$ cat config.mk
export PLATFORM = sky130hd
export DESIGN_NAME = null_data_push_parser_core_flat
export DESIGN_NICKNAME = d
export VERILOG_FILES = /design/src/rtl/ndpp_pkg.sv /design/src/rtl/ndpp_in_if.sv /design/src/rtl/ndpp_res_if.sv /design/src/rtl/null_data_push_parser_core.sv /design/src/rtl/ndpp_parse.sv /design/src/rtl/ndpp_res_fifo.sv /design/src/flat_wrapper.sv
export SDC_FILE = /design/constraint.sdc
export NUM_CORES = 1
export LEC_CHECK = 0
export ABC_AREA = 1
export BUFFER_PORTS_ARGS = -buffer_cell sky130_fd_sc_hd__buf_2
export CAP_MARGIN = 5
export CELL_PAD_IN_SITES_DETAIL_PLACEMENT = 1
export CELL_PAD_IN_SITES_GLOBAL_PLACEMENT = 2
export CORE_MARGIN = 3
export CORE_UTILIZATION = 42
export CTS_BUF_LIST = sky130_fd_sc_hd__clkbuf_8
export DETAILED_ROUTE_END_ITERATION = 16
export GPL_TIMING_DRIVEN = 0
export PLACE_DENSITY_LB_ADDON = 0.1
export SLEW_MARGIN = 20
export SYNTH_ARGS = -nofsm -noshare
export SYNTH_HDL_FRONTEND = slang
export SYNTH_SLANG_ARGS = --single-unit
$ cat constraint.sdc
create_clock -name i_clk -period 10.8 [get_ports i_clk]
set_clock_uncertainty 0.05 [all_clocks]
set_input_delay 2.16 -clock i_clk [delete_from_list [all_inputs] [get_ports i_clk]]
set_output_delay 2.16 -clock i_clk [all_outputs]
set_load 0.01 [all_outputs]
$ cat src/rtl/ndpp_pkg.sv
// ----------------------------------------------------------------------------
// ndpp_pkg
// shared types and constants of the null-data push parser
// ----------------------------------------------------------------------------
package ndpp_pkg;

    // script codes
    localparam logic [7:0] ND_MARKER      = 8'h6a;
    localparam logic [7:0] OP_LEN1        = 8'h4c;
    localparam logic [7:0] OP_LEN2        = 8'h4d;
    localparam logic [7:0] OP_LEN4        = 8'h4e;
    localparam logic [7:0] OP_CONST_FIRST = 8'h4f;
    localparam logic [7:0] OP_CONST_LAST  = 8'h60;

    // push kinds as reported in op_kind
    localparam logic [2:0] KIND_IMM   = 3'd0;
    localparam logic [2:0] KIND_PD1   = 3'd1;
    localparam logic [2:0] KIND_PD2   = 3'd2;
    localparam logic [2:0] KIND_PD4   = 3'd3;
    localparam logic [2:0] KIND_CONST = 3'd4;

    localparam int COUNT_WIDTH_DEF = 16;
    localparam int IDX_W           = 16;

    // result queue, depth must be a power of two
    localparam int FIFO_DEPTH = 8;
    localparam int FIFO_PTR_W = $clog2(FIFO_DEPTH);
    localparam int FIFO_CNT_W = $clog2(FIFO_DEPTH + 1);
    // slots kept free: two items in flight, up to two results each
    localparam int FIFO_SLACK = 4;

    typedef struct packed {
        logic             op_done;
        logic [2:0]       op_kind;
        logic [4:0]       const_index;
        logic [31:0]      data_length;
        logic [IDX_W-1:0] op_index;
        logic             is_final;
        logic             null_data_valid;
        logic [IDX_W-1:0] op_count;
    } t_result;

    // results caused by one script byte
    typedef struct packed {
        logic    push_vld;
        t_result push;
        logic    fin_vld;
        t_result fin;
    } t_step_out;

endpackage

$ cat src/rtl/ndpp_in_if.sv
// ----------------------------------------------------------------------------
// ndpp_in_if
// script byte channel
// ----------------------------------------------------------------------------
interface ndpp_in_if;
    logic       valid;
    logic       ready;
    logic [7:0] script_byte;
    logic       last_byte;

    modport source (output valid, output script_byte, output last_byte, input ready);
    modport sink   (input valid, input script_byte, input last_byte, output ready);
endinterface

$ cat src/rtl/ndpp_res_if.sv
// ----------------------------------------------------------------------------
// ndpp_res_if
// parse result channel
// ----------------------------------------------------------------------------
interface ndpp_res_if;
    logic        valid;
    logic        ready;
    logic        op_done;
    logic [2:0]  op_kind;
    logic [4:0]  const_index;
    logic [31:0] data_length;
    logic [15:0] op_index;
    logic        is_final;
    logic        null_data_valid;
    logic [15:0] op_count;

    modport source (
        output valid, output op_done, output op_kind, output const_index,
        output data_length, output op_index, output is_final,
        output null_data_valid, output op_count, input ready
    );
    modport sink (
        input valid, input op_done, input op_kind, input const_index,
        input data_length, input op_index, input is_final,
        input null_data_valid, input op_count, output ready
    );
endinterface

$ cat src/rtl/null_data_push_parser_core.sv
// ----------------------------------------------------------------------------
// null_data_push_parser_core
// null-data locking script parser, one script byte per item
// ----------------------------------------------------------------------------
// The block takes a locking script one byte per item, the last byte marked,
// and checks that it is a null-data script: the 0x6a marker followed only by
// push operations. For each completed push it gives one result with the
// push kind, the constant index and the data length; on the last byte it
// gives an end-of-script result with the validity and the push count (0 when
// the script is bad). A byte can be taken in every cycle while the result
// queue has room. Each byte goes through an input register and the
// combinational parser logic, and its results land in an eight-entry
// result queue, from which they are offered. A byte that completes a push
// and also ends the script gives two results, which leave one after the
// other, push result first. Input ready drops while the queue holds more
// than four results, which is the only source of back-pressure.
// ----------------------------------------------------------------------------
module null_data_push_parser_core #(
    parameter int COUNT_WIDTH = ndpp_pkg::COUNT_WIDTH_DEF
) (
    input  logic       i_clk,
    input  logic       i_rst_n,
    ndpp_in_if.sink    i_in,
    ndpp_res_if.source o_res
);
    import ndpp_pkg::*;

    // input register stage
    logic       r_in_vld;
    logic [7:0] r_byte;
    logic       r_last;

    logic       room;
    logic       in_take;
    t_step_out  step;

    assign i_in.ready = room;
    assign in_take    = i_in.valid && i_in.ready;

    always_ff @(posedge i_clk) begin
        if (!i_rst_n) begin
            r_in_vld <= 1'b0;
        end else begin
            r_in_vld <= in_take;
        end
    end

    // payload needs no reset
    always_ff @(posedge i_clk) begin
        if (in_take) begin
            r_byte <= i_in.script_byte;
            r_last <= i_in.last_byte;
        end
    end

    // parser state and per-byte decode
    ndpp_parse #(
        .COUNT_WIDTH (COUNT_WIDTH)
    ) u_parse (
        .i_clk   (i_clk),
        .i_rst_n (i_rst_n),
        .i_vld   (r_in_vld),
        .i_byte  (r_byte),
        .i_last  (r_last),
        .o_step  (step)
    );

    // result queue doubles as the output register
    ndpp_res_fifo u_fifo (
        .i_clk   (i_clk),
        .i_rst_n (i_rst_n),
        .i_step  (step),
        .o_room  (room),
        .o_res   (o_res)
    );

`ifndef SYNTHESIS
    // every taken byte reaches the parser in the next cycle
    a_in_reg: assert property (@(posedge i_clk) disable iff (!i_rst_n)
        in_take |=> r_in_vld)
        else $error("taken byte lost before the parser");
`endif

endmodule

$ cat src/rtl/ndpp_parse.sv
// ----------------------------------------------------------------------------
// ndpp_parse
// per-byte parser state update, gives push and end-of-script results
// ----------------------------------------------------------------------------
module ndpp_parse #(
    parameter int COUNT_WIDTH = ndpp_pkg::COUNT_WIDTH_DEF
) (
    input  logic                  i_clk,
    input  logic                  i_rst_n,
    input  logic                  i_vld,
    input  logic [7:0]            i_byte,
    input  logic                  i_last,
    output ndpp_pkg::t_step_out   o_step
);
    import ndpp_pkg::*;

    localparam logic [1:0] PH_MARK = 2'd0;
    localparam logic [1:0] PH_CODE = 2'd1;
    localparam logic [1:0] PH_LEN  = 2'd2;
    localparam logic [1:0] PH_DATA = 2'd3;

    logic [1:0]             r_phase, n_phase;
    logic [1:0]             r_len_left, n_len_left;
    logic [1:0]             r_len_pos, n_len_pos;
    logic [2:0]             r_kind, n_kind;
    logic [31:0]            r_push_len, n_push_len;
    logic [31:0]            r_data_rem, n_data_rem;
    logic [COUNT_WIDTH-1:0] r_count, n_count;
    logic                   r_failed, n_failed;

    logic                   push_vld;
    logic [2:0]             push_kind;
    logic [4:0]             push_cidx;
    logic [31:0]            push_len;
    logic [31:0]            len_acc;
    logic                   fin_ok;
    logic [COUNT_WIDTH+IDX_W-1:0] cur_wide, nxt_wide;

    assign len_acc  = r_push_len | ({24'b0, i_byte} << {r_len_pos, 3'b000});
    assign cur_wide = {{IDX_W{1'b0}}, r_count};

    always_comb begin
        n_phase    = r_phase;
        n_len_left = r_len_left;
        n_len_pos  = r_len_pos;
        n_kind     = r_kind;
        n_push_len = r_push_len;
        n_data_rem = r_data_rem;
        n_count    = r_count;
        n_failed   = r_failed;
        push_vld   = 1'b0;
        push_kind  = KIND_IMM;
        push_cidx  = '0;
        push_len   = '0;
        fin_ok     = 1'b0;
        nxt_wide   = '0;

        if (i_vld && !r_failed) begin
            case (r_phase)
                PH_MARK: begin
                    if (i_byte != ND_MARKER) begin
                        n_failed = 1'b1;
                    end else begin
                        n_phase = PH_CODE;
                    end
                end
                PH_CODE: begin
                    if (i_byte > OP_CONST_LAST) begin
                        n_failed = 1'b1;
                    end else if (i_byte inside {[OP_CONST_FIRST:OP_CONST_LAST]}) begin
                        push_vld  = 1'b1;
                        push_kind = KIND_CONST;
                        push_cidx = 5'(i_byte - OP_CONST_FIRST);
                    end else if (i_byte < OP_LEN1) begin
                        if (i_byte == 8'd0) begin
                            push_vld = 1'b1;
                        end else begin
                            n_kind     = KIND_IMM;
                            n_push_len = {24'b0, i_byte};
                            n_data_rem = {24'b0, i_byte};
                            n_phase    = PH_DATA;
                        end
                    end else begin
                        n_kind     = 3'(i_byte - (OP_LEN1 - 8'd1));
                        n_len_left = (i_byte == OP_LEN1) ? 2'd0 :
                                     (i_byte == OP_LEN2) ? 2'd1 : 2'd3;
                        n_len_pos  = 2'd0;
                        n_push_len = '0;
                        n_phase    = PH_LEN;
                    end
                end
                PH_LEN: begin
                    n_push_len = len_acc;
                    n_len_pos  = r_len_pos + 2'd1;
                    if (r_len_left == 2'd0) begin
                        if (len_acc == 32'd0) begin
                            push_vld  = 1'b1;
                            push_kind = r_kind;
                        end else begin
                            n_data_rem = len_acc;
                            n_phase    = PH_DATA;
                        end
                    end else begin
                        n_len_left = r_len_left - 2'd1;
                    end
                end
                PH_DATA: begin
                    n_data_rem = r_data_rem - 32'd1;
                    if (r_data_rem == 32'd1) begin
                        push_vld  = 1'b1;
                        push_kind = r_kind;
                        push_len  = r_push_len;
                    end
                end
                default: begin
                    n_failed = 1'b1;
                end
            endcase
        end

        // a completed push goes back to the code phase, count saturates
        if (push_vld) begin
            n_phase = PH_CODE;
            if (r_count != {COUNT_WIDTH{1'b1}}) begin
                n_count = r_count + 1'b1;
            end
        end

        if (i_vld && i_last) begin
            fin_ok     = !n_failed && (n_phase == PH_CODE);
            nxt_wide   = {{IDX_W{1'b0}}, n_count};
            n_phase    = PH_MARK;
            n_len_left = '0;
            n_len_pos  = '0;
            n_kind     = '0;
            n_push_len = '0;
            n_data_rem = '0;
            n_count    = '0;
            n_failed   = 1'b0;
        end
    end

    always_comb begin
        o_step.push_vld             = i_vld && push_vld;
        o_step.push.op_done         = 1'b1;
        o_step.push.op_kind         = push_kind;
        o_step.push.const_index     = push_cidx;
        o_step.push.data_length     = push_len;
        o_step.push.op_index        = cur_wide[IDX_W-1:0];
        o_step.push.is_final        = 1'b0;
        o_step.push.null_data_valid = 1'b0;
        o_step.push.op_count        = '0;

        o_step.fin_vld              = i_vld && i_last;
        o_step.fin.op_done          = 1'b0;
        o_step.fin.op_kind          = KIND_IMM;
        o_step.fin.const_index      = '0;
        o_step.fin.data_length      = '0;
        o_step.fin.op_index         = '0;
        o_step.fin.is_final         = 1'b1;
        o_step.fin.null_data_valid  = fin_ok;
        o_step.fin.op_count         = fin_ok ? nxt_wide[IDX_W-1:0] : '0;
    end

    always_ff @(posedge i_clk) begin
        if (!i_rst_n) begin
            r_phase    <= PH_MARK;
            r_len_left <= '0;
            r_len_pos  <= '0;
            r_kind     <= '0;
            r_push_len <= '0;
            r_data_rem <= '0;
            r_count    <= '0;
            r_failed   <= 1'b0;
        end else begin
            r_phase    <= n_phase;
            r_len_left <= n_len_left;
            r_len_pos  <= n_len_pos;
            r_kind     <= n_kind;
            r_push_len <= n_push_len;
            r_data_rem <= n_data_rem;
            r_count    <= n_count;
            r_failed   <= n_failed;
        end
    end

`ifndef SYNTHESIS
    // no push is reported once the script is known bad
    a_no_push_after_fail: assert property (@(posedge i_clk) disable iff (!i_rst_n)
        o_step.push_vld |-> !r_failed)
        else $error("push result from a failed script");
`endif

endmodule

$ cat src/rtl/ndpp_res_fifo.sv
// ----------------------------------------------------------------------------
// ndpp_res_fifo
// result queue, takes up to two results per cycle, gives one per handshake
// ----------------------------------------------------------------------------
module ndpp_res_fifo (
    input  logic                 i_clk,
    input  logic                 i_rst_n,
    input  ndpp_pkg::t_step_out  i_step,
    output logic                 o_room,
    ndpp_res_if.source           o_res
);
    import ndpp_pkg::*;

    t_result                r_mem [FIFO_DEPTH];
    logic [FIFO_PTR_W-1:0]  r_wr_ptr, n_wr_ptr;
    logic [FIFO_PTR_W-1:0]  r_rd_ptr, n_rd_ptr;
    logic [FIFO_CNT_W-1:0]  r_count, n_count;
    logic [FIFO_PTR_W-1:0]  wr_ptr1;
    logic [1:0]             wr_n;
    logic                   pop;
    t_result                wr0_data;
    t_result                head;

    assign wr_n     = {1'b0, i_step.push_vld} + {1'b0, i_step.fin_vld};
    assign wr0_data = i_step.push_vld ? i_step.push : i_step.fin;
    assign wr_ptr1  = r_wr_ptr + 1'b1;
    assign pop      = o_res.valid && o_res.ready;
    assign o_room   = r_count <= FIFO_CNT_W'(FIFO_DEPTH - FIFO_SLACK);

    assign n_wr_ptr = r_wr_ptr + FIFO_PTR_W'(wr_n);
    assign n_rd_ptr = r_rd_ptr + FIFO_PTR_W'(pop);
    assign n_count  = r_count + FIFO_CNT_W'(wr_n) - FIFO_CNT_W'(pop);

    always_ff @(posedge i_clk) begin
        if (wr_n != 2'd0) begin
            r_mem[r_wr_ptr] <= wr0_data;
        end
        // end-of-script result behind a push of the same byte
        if (wr_n == 2'd2) begin
            r_mem[wr_ptr1] <= i_step.fin;
        end
    end

    always_ff @(posedge i_clk) begin
        if (!i_rst_n) begin
            r_wr_ptr <= '0;
            r_rd_ptr <= '0;
            r_count  <= '0;
        end else begin
            r_wr_ptr <= n_wr_ptr;
            r_rd_ptr <= n_rd_ptr;
            r_count  <= n_count;
        end
    end

    assign head                  = r_mem[r_rd_ptr];
    assign o_res.valid           = r_count != '0;
    assign o_res.op_done         = head.op_done;
    assign o_res.op_kind         = head.op_kind;
    assign o_res.const_index     = head.const_index;
    assign o_res.data_length     = head.data_length;
    assign o_res.op_index        = head.op_index;
    assign o_res.is_final        = head.is_final;
    assign o_res.null_data_valid = head.null_data_valid;
    assign o_res.op_count        = head.op_count;

`ifndef SYNTHESIS
    a_no_overflow: assert property (@(posedge i_clk) disable iff (!i_rst_n)
        ({2'b0, r_count} + {{FIFO_CNT_W{1'b0}}, wr_n}) <= (FIFO_CNT_W + 2)'(FIFO_DEPTH))
        else $error("result queue overflow");
    a_ptr_gap: assert property (@(posedge i_clk) disable iff (!i_rst_n)
        (r_count == '0 || r_count == FIFO_CNT_W'(FIFO_DEPTH)) |-> (r_wr_ptr == r_rd_ptr))
        else $error("queue pointers disagree with fill count");
`endif

endmodule

$ cat src/flat_wrapper.sv
// flat-port wrapper written by rule: the top's interface ports become plain ports
module null_data_push_parser_core_flat import ndpp_pkg::*;
#(
    parameter int COUNT_WIDTH = ndpp_pkg::COUNT_WIDTH_DEF
)
  (i_clk, i_rst_n, i_in_valid, i_in_script_byte, i_in_last_byte, i_in_ready, o_res_valid, o_res_op_done, o_res_op_kind, o_res_const_index, o_res_data_length, o_res_op_index, o_res_is_final, o_res_null_data_valid, o_res_op_count, o_res_ready);
  ndpp_in_if i_in_i ();
  ndpp_res_if o_res_i ();
  input  logic i_clk;
  input  logic i_rst_n;
  input wire logic [$bits(i_in_i.valid)-1:0] i_in_valid;
  input wire logic [$bits(i_in_i.script_byte)-1:0] i_in_script_byte;
  input wire logic [$bits(i_in_i.last_byte)-1:0] i_in_last_byte;
  output wire logic [$bits(i_in_i.ready)-1:0] i_in_ready;
  output wire logic [$bits(o_res_i.valid)-1:0] o_res_valid;
  output wire logic [$bits(o_res_i.op_done)-1:0] o_res_op_done;
  output wire logic [$bits(o_res_i.op_kind)-1:0] o_res_op_kind;
  output wire logic [$bits(o_res_i.const_index)-1:0] o_res_const_index;
  output wire logic [$bits(o_res_i.data_length)-1:0] o_res_data_length;
  output wire logic [$bits(o_res_i.op_index)-1:0] o_res_op_index;
  output wire logic [$bits(o_res_i.is_final)-1:0] o_res_is_final;
  output wire logic [$bits(o_res_i.null_data_valid)-1:0] o_res_null_data_valid;
  output wire logic [$bits(o_res_i.op_count)-1:0] o_res_op_count;
  input wire logic [$bits(o_res_i.ready)-1:0] o_res_ready;
  assign i_in_i.valid = i_in_valid;
  assign i_in_i.script_byte = i_in_script_byte;
  assign i_in_i.last_byte = i_in_last_byte;
  assign i_in_ready = i_in_i.ready;
  assign o_res_valid = o_res_i.valid;
  assign o_res_op_done = o_res_i.op_done;
  assign o_res_op_kind = o_res_i.op_kind;
  assign o_res_const_index = o_res_i.const_index;
  assign o_res_data_length = o_res_i.data_length;
  assign o_res_op_index = o_res_i.op_index;
  assign o_res_is_final = o_res_i.is_final;
  assign o_res_null_data_valid = o_res_i.null_data_valid;
  assign o_res_op_count = o_res_i.op_count;
  assign o_res_i.ready = o_res_ready;
  null_data_push_parser_core #(.COUNT_WIDTH(COUNT_WIDTH)) u_core (.i_clk(i_clk), .i_rst_n(i_rst_n), .i_in(i_in_i), .o_res(o_res_i));
endmodule
Yosys cells after proc, flatten, opt, wreduce, memory -nomap -nowiden
Memory sizes are Yosys's and may differ from the RTL's. A register that Yosys moved wholly into a read port is not among the register bits.
Cells that the tools add are included.
{"block": "word_totals", "wordCells": 152, "out_inout_bits": 77, "mem_count": 1, "register_bits": 110, "ramBits": 600}
{"name": "u_core.u_fifo.r_mem", "depth": 8, "word_bits": 75, "rd": 1, "rd_clocked_by_memory_dff": 1, "write_ports": 2, "line_no": "ndpp_res_fifo.sv:14", "source": "t_result r_mem [FIFO_DEPTH];"}
{"block": "op_classes", "n_shift": 1, "add_sub_neg": 12, "bitwise_logic": 4, "magnitude_cmp": 5, "n_reduce_logical": 23, "eq_ne": 20, "mux": 72}
{"cell": "2-to-1 mux 32 bit", "n": 12}
{"cell": "case mux 32 bit (3 select lines)", "n": 1}
{"cell": "2-to-1 mux 75 bit", "n": 1}
{"cell": "2-to-1 mux 16 bit", "n": 4}
{"cell": "case mux 32 bit (2 select lines)", "n": 1}
{"cell": "2-to-1 mux 2 bit", "n": 18}
{"cell": "equality test 32 x 1 -> 1 bit (second input constant)", "n": 1}
{"cell": "logical NOT 32 bit", "n": 1}
{"cell": "OR 32 bit", "n": 1}
{"cell": "left shift 8 x 5 -> 32 bit", "n": 1}
{"cell": "subtractor 32 x 1 -> 32 bit (second input constant)", "n": 1}
{"cell": "2-to-1 mux 3 bit", "n": 9}
{"cell": "2-to-1 mux 5 bit", "n": 4}
{"cell": "inequality test 2 bit (second input constant)", "n": 9}
{"cell": "adder 16 x 1 -> 16 bit (second input constant)", "n": 1}
{"cell": "equality test 8 x 7 -> 1 bit (second input constant)", "n": 2}
{"cell": "2-to-1 mux 1 bit", "n": 16}
{"cell": "inequality test 16 bit (second input constant)", "n": 1}
{"cell": "AND reduction 5 bit", "n": 3}
{"cell": "case mux 3 bit (3 select lines)", "n": 1}
{"cell": "greater-or-equal comparator 8 x 7 -> 1 bit (second input constant)", "n": 1}
{"cell": "> comparator 8 x 7 -> 1 bit (second input constant)", "n": 1}
{"cell": "<= comparator 8 x 7 -> 1 bit (second input constant)", "n": 1}
{"cell": "logical NOT 8 bit", "n": 1}
{"cell": "other kinds (30)", "n": 45}

Depth between registers and ports, before layout
Gate-level depths: netlist (run 1).
{"block": "depth", "ltp_word": 13, "mapped_depth": 27, "ltp_nobuf": 23}

Hierarchy
A second synthesis (run 1) with hierarchy kept.
{"block": "hier_totals", "cells_unflattened": 6217, "hier_area_um2": 45219.6}
{"mod": "ndpp_res_fifo", "area_per_inst_um2": 38084.0, "seq_area_each_um2": 18217.5, "cells_per_inst": 5078, "instances": 1}
{"mod": "ndpp_parse", "area_per_inst_um2": 6827.8, "seq_area_each_um2": 1801.7, "cells_per_inst": 1125, "instances": 1}
{"mod": "null_data_push_parser_core", "area_per_inst_um2": 307.8, "seq_area_each_um2": 290.3, "cells_per_inst": 14, "instances": 1}

Least setup slack after synthesis (run 1)
OpenSTA, ideal clock, no wires.
{"block": "synth_timing", "kind": "reg2reg", "start": "register u_core.r_byte[0]", "end": "memory u_core.u_fifo.r_mem[5][0] (netlist bit) (enable)", "t_required_ps": 10362, "period_less_slack_ps": 4187, "setup_slack_ps": 6613, "t_arrival_ps": 3748, "path_buffers": 3, "stages_incl_launch_ff": 23, "cell_sequence": "edfxtp_1 > inv_1 > clkbuf_1 > ha_1 > nand2_1 > nor2_1 > nand2_1 > nand3_1 > nand2_1 > nor2_2 > o21ai_1 > nand3_4 > nand2_4 > inv_2 > buf_2 > ha_1 > inv_1 > nor2_1 > inv_1 > nor2_1 > nor2_1 > inv_1 > clkbuf_1"}
{"item": "start, declared", "line_no": "null_data_push_parser_core.sv:30", "source": "logic [7:0] r_byte;"}
{"item": "start signal, assigned", "line_no": "null_data_push_parser_core.sv:51", "source": "r_byte <= i_in.script_byte;"}
{"item": "end, declared", "line_no": "ndpp_res_fifo.sv:14"}

==> results of run 1 <==
## logic make-up (layout without fill, tap and decap cells)
kind of cell	after synthesis	in the layout	share of synthesized area (%)
AO/OA/AOI/OAI	1157	1157	20.2
XOR/XNOR	23	23	0.653
adder cells (fa/ha/maj)	23	23	0.981
buffers and inverters	533	854	6.86
flip-flops	710	710	50.7
multiplexers	1	1	0.0324
other	0	6	0
AND/OR/NAND/NOR	1547	1547	20.6
## through the flow
stage / total power [mW] / util (%) / area, um^2 / hold WS (ps)
final: 7.51 / 48.7 / 35100 / 397
after global routing: 7.88 / 48.7 / 35100 / 419
after CTS: 7.53 / 48.7 / 35100 / 398
after detailed placement: 5.03 / 45.2 / 32600 / 387
after global placement: 5.01 / 45.1 / 32500 / 379
after floorplan: 4.12 / - / 30900 / 369
## power by group through the flow
stage	clock, mW	combinational, mW	sequential, mW
2_1_floorplan	0	1.25	2.87
3_3_place_gp	0	2.12	2.89
3_5_place_dp	0	2.14	2.90
4_1_cts	2.54	2.15	2.84
5_1_grt	2.67	2.36	2.85
6_report	2.51	2.17	2.84
## final cells by class
cell class / instances / share of cell area, %
sequential: 710 / 44.6
clock buffer: 151 / 5.92
antenna: 6 / 0.0427
clock inverter: 77 / 1.17
tap: 950 / 3.38
timing repair buffer: 93 / 1.54
inverter: 266 / 2.85
multi-input combinational: 2751 / 37.3
buffer: 267 / 3.20
## worst max-delay path: cells and delay by family (launching register included)
family	cells	cell delay [ps]
buf+inv	5	2590
compound gates	2	700
flops	1	390
simple gates	2	190
## placed cells by master, fill, tap and decap left out, types with 19 or more instances in the layout
master	instances
o21ai_0	737
nand2_1	660
nor2_1	620
dfxtp_1	565
inv_1	298
clkbuf_1	218
clkbuf_8	151
a21oi_1	149
edfxtp_1	145
nand3_1	132
o22ai_1	126
buf_2	109
a31oi_1	86
nor2_2	76
a211oi_1	22
nand4_1	21
ha_1	21
xor2_1	20
clkinv_1	19
## registers in the layout, summed over array words and instances (netlist names)
register and flops:
u_core.u_fifo.r_wr_ptr 3, u_core.u_parse.r_failed 1, u_core.u_parse.r_len_left 2, u_core.u_fifo.r_mem 600, u_core.r_in_vld 1, u_core.u_parse.r_phase 2
u_core.u_fifo.r_count 4, u_core.u_parse.r_push_len 32, u_core.u_parse.r_kind 3, u_core.u_parse.r_data_rem 32, u_core.r_last 1, u_core.u_fifo.r_rd_ptr 3
u_core.u_parse.r_len_pos 2, u_core.r_byte 8, u_core.u_parse.r_count 16
## final timing paths
kind                             start                         end
max          u_core.u_fifo.r_rd_ptr[0]            o_res_op_kind[2]
min reg2reg   u_core.u_parse.r_kind[2]    u_core.u_parse.r_kind[2]
max reg2reg           u_core.r_byte[0]  u_core.u_fifo.r_mem[0][65]
min           u_core.u_parse.r_kind[2]    u_core.u_parse.r_kind[2]
## routing by layer
layer | GRT usage (%) | routed length, um | vias to the layer above
li1 | - | - | 13900
met1 | 43.1 | 55600 | 14300
met2 | 46.0 | 51500 | 862
met3 | 5.46 | 8070 | 161
met4 | 8.69 | 2690 | 0
met5 | 0 | 0 | -
==> tab_implementation.tex, run 1 <==
\begin{tabular}{lr}
\hline
Metric & Value \\
\hline
\multicolumn{2}{l}{\textbf{Synth}} \\
\quad Count of distinct cell types in the synthesized netlist & 44 \\
\quad Sequential element share of the synthesized area & 50.7\% \\
\quad Cell type with the largest total area after synthesis & dfxtp\_1 \\
\quad Most frequent cells after synthesis & o21ai\_0 (737), nand2\_1 (662), nor2\_1 (622), dfxtp\_1 (565), inv\_1 (250) \\
\quad Synthesized Nets & 4030 \\
\quad Synth top area share & 36.6\% \\
\quad Most common cell in the netlist & o21ai\_0 \\
\quad Synth Register Bits & 710 \\
\quad Post-Syn Instances & 3994 \\
\quad Cell types occupying the most area after synthesis & dfxtp\_1 (37\%), edfxtp\_1 (14\%), o21ai\_0 (12\%), nand2\_1 (8.0\%), nor2\_1 (7.6\%) \\
\quad Most used flip-flop cell after synthesis & dfxtp\_1 \\
\quad Share of synthesized registers carrying an async set or reset & 0\% \\
\quad Mean Syn Cell Area & 7.73 um\^{}2 \\
\quad Syn Std Cell Area & slightly above 30000 um\^{}2 \\
\quad Synth warn & 0 \\
\quad Count of flip-flops with a built-in enable after synthesis & 145 \\
\multicolumn{2}{l}{\textbf{Worst setup path}} \\
\quad Critical Path Source Type & register \\
\quad Critical path data required time & 8590 ps \\
\quad Length in cells of the worst reg-to-reg path & 23 \\
\quad Worst Setup End Kind & output pin \\
\quad Arrival time reported for the critical path endpoint & roughly 4700 ps \\
\quad R2r setup slk & between 3000 and 4000 ps \\
\quad Cell seen most often among critical-path stages & clkbuf\_1 \\
\quad Critical path class & reg -> out \\
\quad Worst path slowest cell & clkbuf\_1 \\
\quad Critical path peak fanout & 10 \\
\quad CP cell instances & inv\_1 > clkbuf\_1 > clkbuf\_1 > clkbuf\_1 > nor2\_1 > o22ai\_1 > nor2\_1 > a31oi\_1 > buf\_2 \\
\quad Critical Path Max Stage Delay & 850 ps \\
\multicolumn{2}{l}{\textbf{Timing}} \\
\quad RSZ-0062 raised after global routing & no \\
\quad Final critical path time including I/O delays and setup & 6910 ps \\
\quad Final Slew Violations & 0 \\
\quad Maximum frequency from static timing analysis & 145 MHz \\
\quad Final setup violation count & 0 \\
\quad Endpoints failing hold & 0 \\
\quad Actual transition at the worst max-transition pin & between 1000 and 1500 ps \\
\quad Worst relative slew slack & between 20\% and 30\% \\
\quad Fin crit share & 64.0\% \\
\quad Post-layout worst setup margin & 3890 ps \\
\quad Accumulated negative setup slack & 0 ps \\
\multicolumn{2}{l}{\textbf{Clocking}} \\
\quad \# H-tree levels & 4 \\
\quad Clock insertion delay at the later pin of the skew report & 810 ps \\
\quad Buffer type at the clock tree root & clkbuf\_8 \\
\quad Post-CTS Repair Setup Buffers & 0 \\
\quad Count of instances resized after the clock tree is built & 0 \\
\quad TritonCTS sink count & 710 \\
\quad Number of buffers on the longest clock path & 3 \\
\quad Total CTS buffers & 130 \\
\quad Clock tree from TritonCTS & built \\
\quad Hold buffer count at CTS & 0 \\
\quad CTS clock-pin slew for the worst setup and hold paths & roughly 60 ps \\
\multicolumn{2}{l}{\textbf{Placed design}} \\
\quad Cell count after placement & 5036 \\
\quad Minimum setup slack after placement & around 3700 ps \\
\quad Placer congestion estimate & 0.861 \\
\quad Estimated wirelength of the detail-placed design & 86000 um \\
\quad Quantity of I/O buffers inserted on ports & between 80 and 90 \\
\multicolumn{2}{l}{\textbf{Route}} \\
\quad DRC violation total after the first TritonRoute iteration & between 2000 and 2500 \\
\quad Number of detailed-route iterations in the first pass & 5 \\
\quad Average wire length per cell after detail routing & roughly 22 um \\
\quad Total via count after detailed routing & 29200 \\
\quad Number of antenna-violating nets in the routed design & 0 \\
\quad Vias/cell & 5.54 \\
\quad Post-route DRC violation count & 0 \\
\quad Final WL & approximately 120000 um \\
\multicolumn{2}{l}{\textbf{Status}} \\
\quad Status & completed \\
\multicolumn{2}{l}{\textbf{Power and ir drop}} \\
\quad Net switching power & 2.79 mW \\
\quad Static Leak & about 14 nW \\
\quad Maximum VDD drop & 129 uV \\
\quad Internal power consumption & $\sim$4.7 mW \\
\quad Switching Share & 37.1\% \\
\quad Part of the power in combinational logic & 28.8\% \\
\quad Sequential share of power & 37.8\% \\
\quad Power Dens Cells & 214 nW/um\^{}2 \\
\quad Clock network fraction of design power & about 33\% \\
\multicolumn{2}{l}{\textbf{Layout}} \\
\quad Final nets & 4255 \\
\quad Area Overhead vs Synth & 13.8\% \\
\quad Share of cells above drive strength 1 & 9.78\% \\
\quad Area taken by multi-input logic gates & 13100 um\^{}2 \\
\quad Post-Layout Cell Count & 5271 \\
\quad Register area & 15700 um\^{}2 \\
\quad Filler cells & 9128 \\
\multicolumn{2}{l}{\textbf{Floorplan}} \\
\quad Core region area & a little over 70000 um\^{}2 \\
\quad Height of the chip & about 280 um \\
\quad Horizontal extent of the die & 277 um \\
\quad Number of placed I/O pins & 90 \\
\quad Initial Util & 42.8\% \\
\quad Total number of placement rows & 98 \\
\quad Floorplan die area & roughly 77000 um\^{}2 \\
\multicolumn{2}{l}{\textbf{Job}} \\
\quad Max-cap check violation count & 0 \\
\multicolumn{2}{l}{\textbf{Global routing}} \\
\quad GRT Util Overall & between 20\% and 30\% \\
\quad First-pass GRT wire length & 176000 um \\
\quad Global-route congestion overflow total & 0 \\
\quad Number of global-route vias before repair & 28700 \\
\quad Largest net degree at the start of global routing & 27 \\
\quad Initial antenna violation count & 4 \\
\multicolumn{2}{l}{\textbf{Min path}} \\
\quad Cell depth of the worst min-delay path & 2 \\
\quad Class of the worst hold path & reg -> reg \\
\hline
\end{tabular}
No activity file was read; power rests on OpenSTA's default activity.
==> inputs of run 2 (changes only) <==
CORE_UTILIZATION = 35   (was 42)
clock period = 5.5 ns   (was 10.8 ns; I/O delays follow)
==> run 2 against run 1 <==
Compared with the run above: hold slack better by 3.3 ps; sequential power up 96%; non-clock buffer count up 3; setup slack worse by 3800 ps; sequential share of layout area down 0.64 points; power up 100%; critical endpoint is now o_res_data_length[31]; global-route usage down 3.0 points; register-to-register slack worse by 3700 ps; critical path depth down 1; clock-buffer cell count up 14; largest cell class unchanged.
==> tab_implementation.tex, run 2 (synthesis results as in run 1) <==
\begin{tabular}{lr}
\hline
Metric & Value \\
\hline
\multicolumn{2}{l}{\textbf{Route}} \\
\quad Number of antenna-violating nets in the routed design & 0 \\
\quad DRC violation total after the first TritonRoute iteration & $\sim$2100 \\
\quad Number of detailed-route iterations in the first pass & 5 \\
\quad Final WL & about 120000 um \\
\quad Average wire length per cell after detail routing & 22.7 um \\
\quad Post-route DRC violation count & 0 \\
\quad Total via count after detailed routing & 28800 \\
\quad Vias/cell & 5.25 \\
\multicolumn{2}{l}{\textbf{Clocking}} \\
\quad Total CTS buffers & around 140 \\
\quad Number of buffers on the longest clock path & 3 \\
\quad Clock insertion delay at the later pin of the skew report & around 800 ps \\
\quad CTS clock-pin slew for the worst setup and hold paths & $\sim$50 ps \\
\quad TritonCTS sink count & between 700 and 800 \\
\quad Hold buffer count at CTS & 0 \\
\quad \# H-tree levels & 4 \\
\quad Buffer type at the clock tree root & clkbuf\_8 \\
\quad Clock tree from TritonCTS & built \\
\multicolumn{2}{l}{\textbf{Layout}} \\
\quad Share of cells above drive strength 1 & 10.6\% \\
\quad Top flop regs & u\_core.u\_fifo.r\_mem (600), u\_core.u\_parse.r\_data\_rem (32), u\_core.u\_parse.r\_push\_len (32) \\
\quad Final nets & around 4300 \\
\quad Post-route cell area & 35600 um\^{}2 \\
\quad Most common cell after layout, fill and taps aside & o21ai\_0 \\
\quad Share of the core filled with cells & 40.9\% \\
\quad Leading cell types in the layout, fill and taps excluded & o21ai\_0 (737), nand2\_1 (660), nor2\_1 (619) \\
\quad Area Overhead vs Synth & 15.4\% \\
\quad Number of flip-flops under the largest register name & 600 \\
\quad Most flop-heavy register & u\_core.u\_fifo.r\_mem \\
\multicolumn{2}{l}{\textbf{Power and ir drop}} \\
\quad Power Dens Cells & approximately 420 nW/um\^{}2 \\
\quad Maximum VDD drop & 212 uV \\
\quad Static Leak & 14.3 nW \\
\quad Tot Pwr & 15.1 mW \\
\multicolumn{2}{l}{\textbf{Worst setup path}} \\
\quad Worst Setup End Kind & output pin \\
\quad Critical path data required time & 4350 ps \\
\quad Critical path class & reg -> out \\
\quad Arrival time reported for the critical path endpoint & 4210 ps \\
\quad Critical Path Source Type & register \\
\quad Critical path peak fanout & 10 \\
\multicolumn{2}{l}{\textbf{Floorplan}} \\
\quad Floorplan die area & 91800 um\^{}2 \\
\quad Horizontal extent of the die & 303 um \\
\quad Initial Util & between 30\% and 40\% \\
\quad Number of placed I/O pins & 90 \\
\quad Height of the chip & between 300 and 400 um \\
\quad Core region area & 87200 um\^{}2 \\
\quad Total number of placement rows & roughly 110 \\
\multicolumn{2}{l}{\textbf{Timing}} \\
\quad Endpoints failing hold & 0 \\
\quad Maximum frequency from static timing analysis & 186 MHz \\
\quad Final Slew Violations & 0 \\
\quad Accumulated negative setup slack & 0 ps \\
\quad Actual transition at the worst max-transition pin & $\sim$1100 ps \\
\quad Worst relative slew slack & 25.8\% \\
\quad Fin crit share & 97.5\% \\
\quad Worst hold slack after final layout & $\sim$400 ps \\
\quad Final setup violation count & 0 \\
\quad Final critical path time including I/O delays and setup & 5360 ps \\
\quad RSZ-0062 raised after global routing & no \\
\multicolumn{2}{l}{\textbf{Job}} \\
\quad Max-cap check violation count & 0 \\
\multicolumn{2}{l}{\textbf{Min path}} \\
\quad Class of the worst hold path & reg -> reg \\
\multicolumn{2}{l}{\textbf{Placed design}} \\
\quad Placer congestion estimate & 0.821 \\
\quad Quantity of I/O buffers inserted on ports & 89 \\
\quad Cell Area, Placed & 32900 um\^{}2 \\
\quad Estimated wirelength of the detail-placed design & around 90000 um \\
\multicolumn{2}{l}{\textbf{Global routing}} \\
\quad First-pass GRT wire length & 185000 um \\
\quad Largest net degree at the start of global routing & 27 \\
\quad Number of global-route vias before repair & $\sim$29000 \\
\quad Initial antenna violation count & 6 \\
\quad GRT Util Overall & 27.0\% \\
\quad Global-route congestion overflow total & 0 \\
\multicolumn{2}{l}{\textbf{Status}} \\
\quad Status & completed \\
\hline
\end{tabular}
run 2: cell types whose count changed in the layout (fill, tap and decap cells not counted), sizes merged:
| cell | change |
|---|---|
| inv | +5 |
| diode | -5 |
| buf | +4 |
| clkinvlp | +4 |
| clkinv | -9 |
| clkbuf | +13 |
run 2: layout make-up:
| cell class | count | area, um^2 |
|---|---|---|
| fillers | 10900 | 51500 |
| flip-flops and latches | 710 | 15700 |
| multi-input cells | 2751 | 13100 |
| clock buffers | 165 | 2270 |
| well taps | 1155 | 1450 |
| plain buffers | 265 | 1130 |
| inverters | 266 | 1030 |
| repair buffers | 98 | 578 |
| clock inverters | 77 | 388 |
| diodes | 1 | 2.50 |
run 2: what timing repair did:
item                                    in CTS  in global routing
gates resized for setup                     19                 10
pin swaps                                    0                  0
setup buffers                                1                  4
endpoints found under the setup margin     513                301
run 2: metrics by stage:
stage	worst slack, ps	std cells
5_1_grt	0.466	5488
4_1_cts	-176	5484
3_5_place_dp	-1220	5242
3_3_place_gp	-1610	5238
2_1_floorplan	1310	3994
6_report	135	5488
run 2: where the power goes:
part | switching, mW | leakage, nW | total [mW] | internal [mW]
Sequential | 0.103 | 6.03 | 5.58 | 5.48
Clock | 2.39 | 1.56 | 5.19 | 2.80
Combinational | 3.13 | 6.75 | 4.34 | 1.21
run 2: worst max-delay path: stages (launching register included):
cell and delay (ps):
dfxtp_1 460, clkbuf_2 470, clkbuf_1 630, clkbuf_1 700
nor2_1 90, o22ai_1 210, nor2_1 80, a31oi_1 500
buf_2 250
run 2: path summary, 6_finish.rpt:
check	from	endpoint	slack (ps)	depth (start not counted)
worst min register to register	u_core.u_fifo.r_mem[5][71]	u_core.u_fifo.r_mem[5][71]	400	2
worst max-delay path	u_core.u_fifo.r_rd_ptr[0]	o_res_data_length[31]	140	8
worst max register to register	u_core.r_byte[0]	u_core.u_fifo.r_mem[1][49]	310	20
worst min-delay path	u_core.u_fifo.r_mem[5][71]	u_core.u_fifo.r_mem[5][71]	400	2
run 2: metal layers:
| layer | vias to the layer above | share of wire, % | global-route usage, % | routed length, um |
|---|---|---|---|---|
| li1 | 13900 | - | - | - |
| met1 | 14100 | 49 | 38.9 | 60900 |
| met2 | 693 | 43 | 41.0 | 53800 |
| met3 | 156 | 6.0 | 5.45 | 7490 |
| met4 | 0 | 2.1 | 7.31 | 2610 |
| met5 | - | 0 | 0 | 0 |
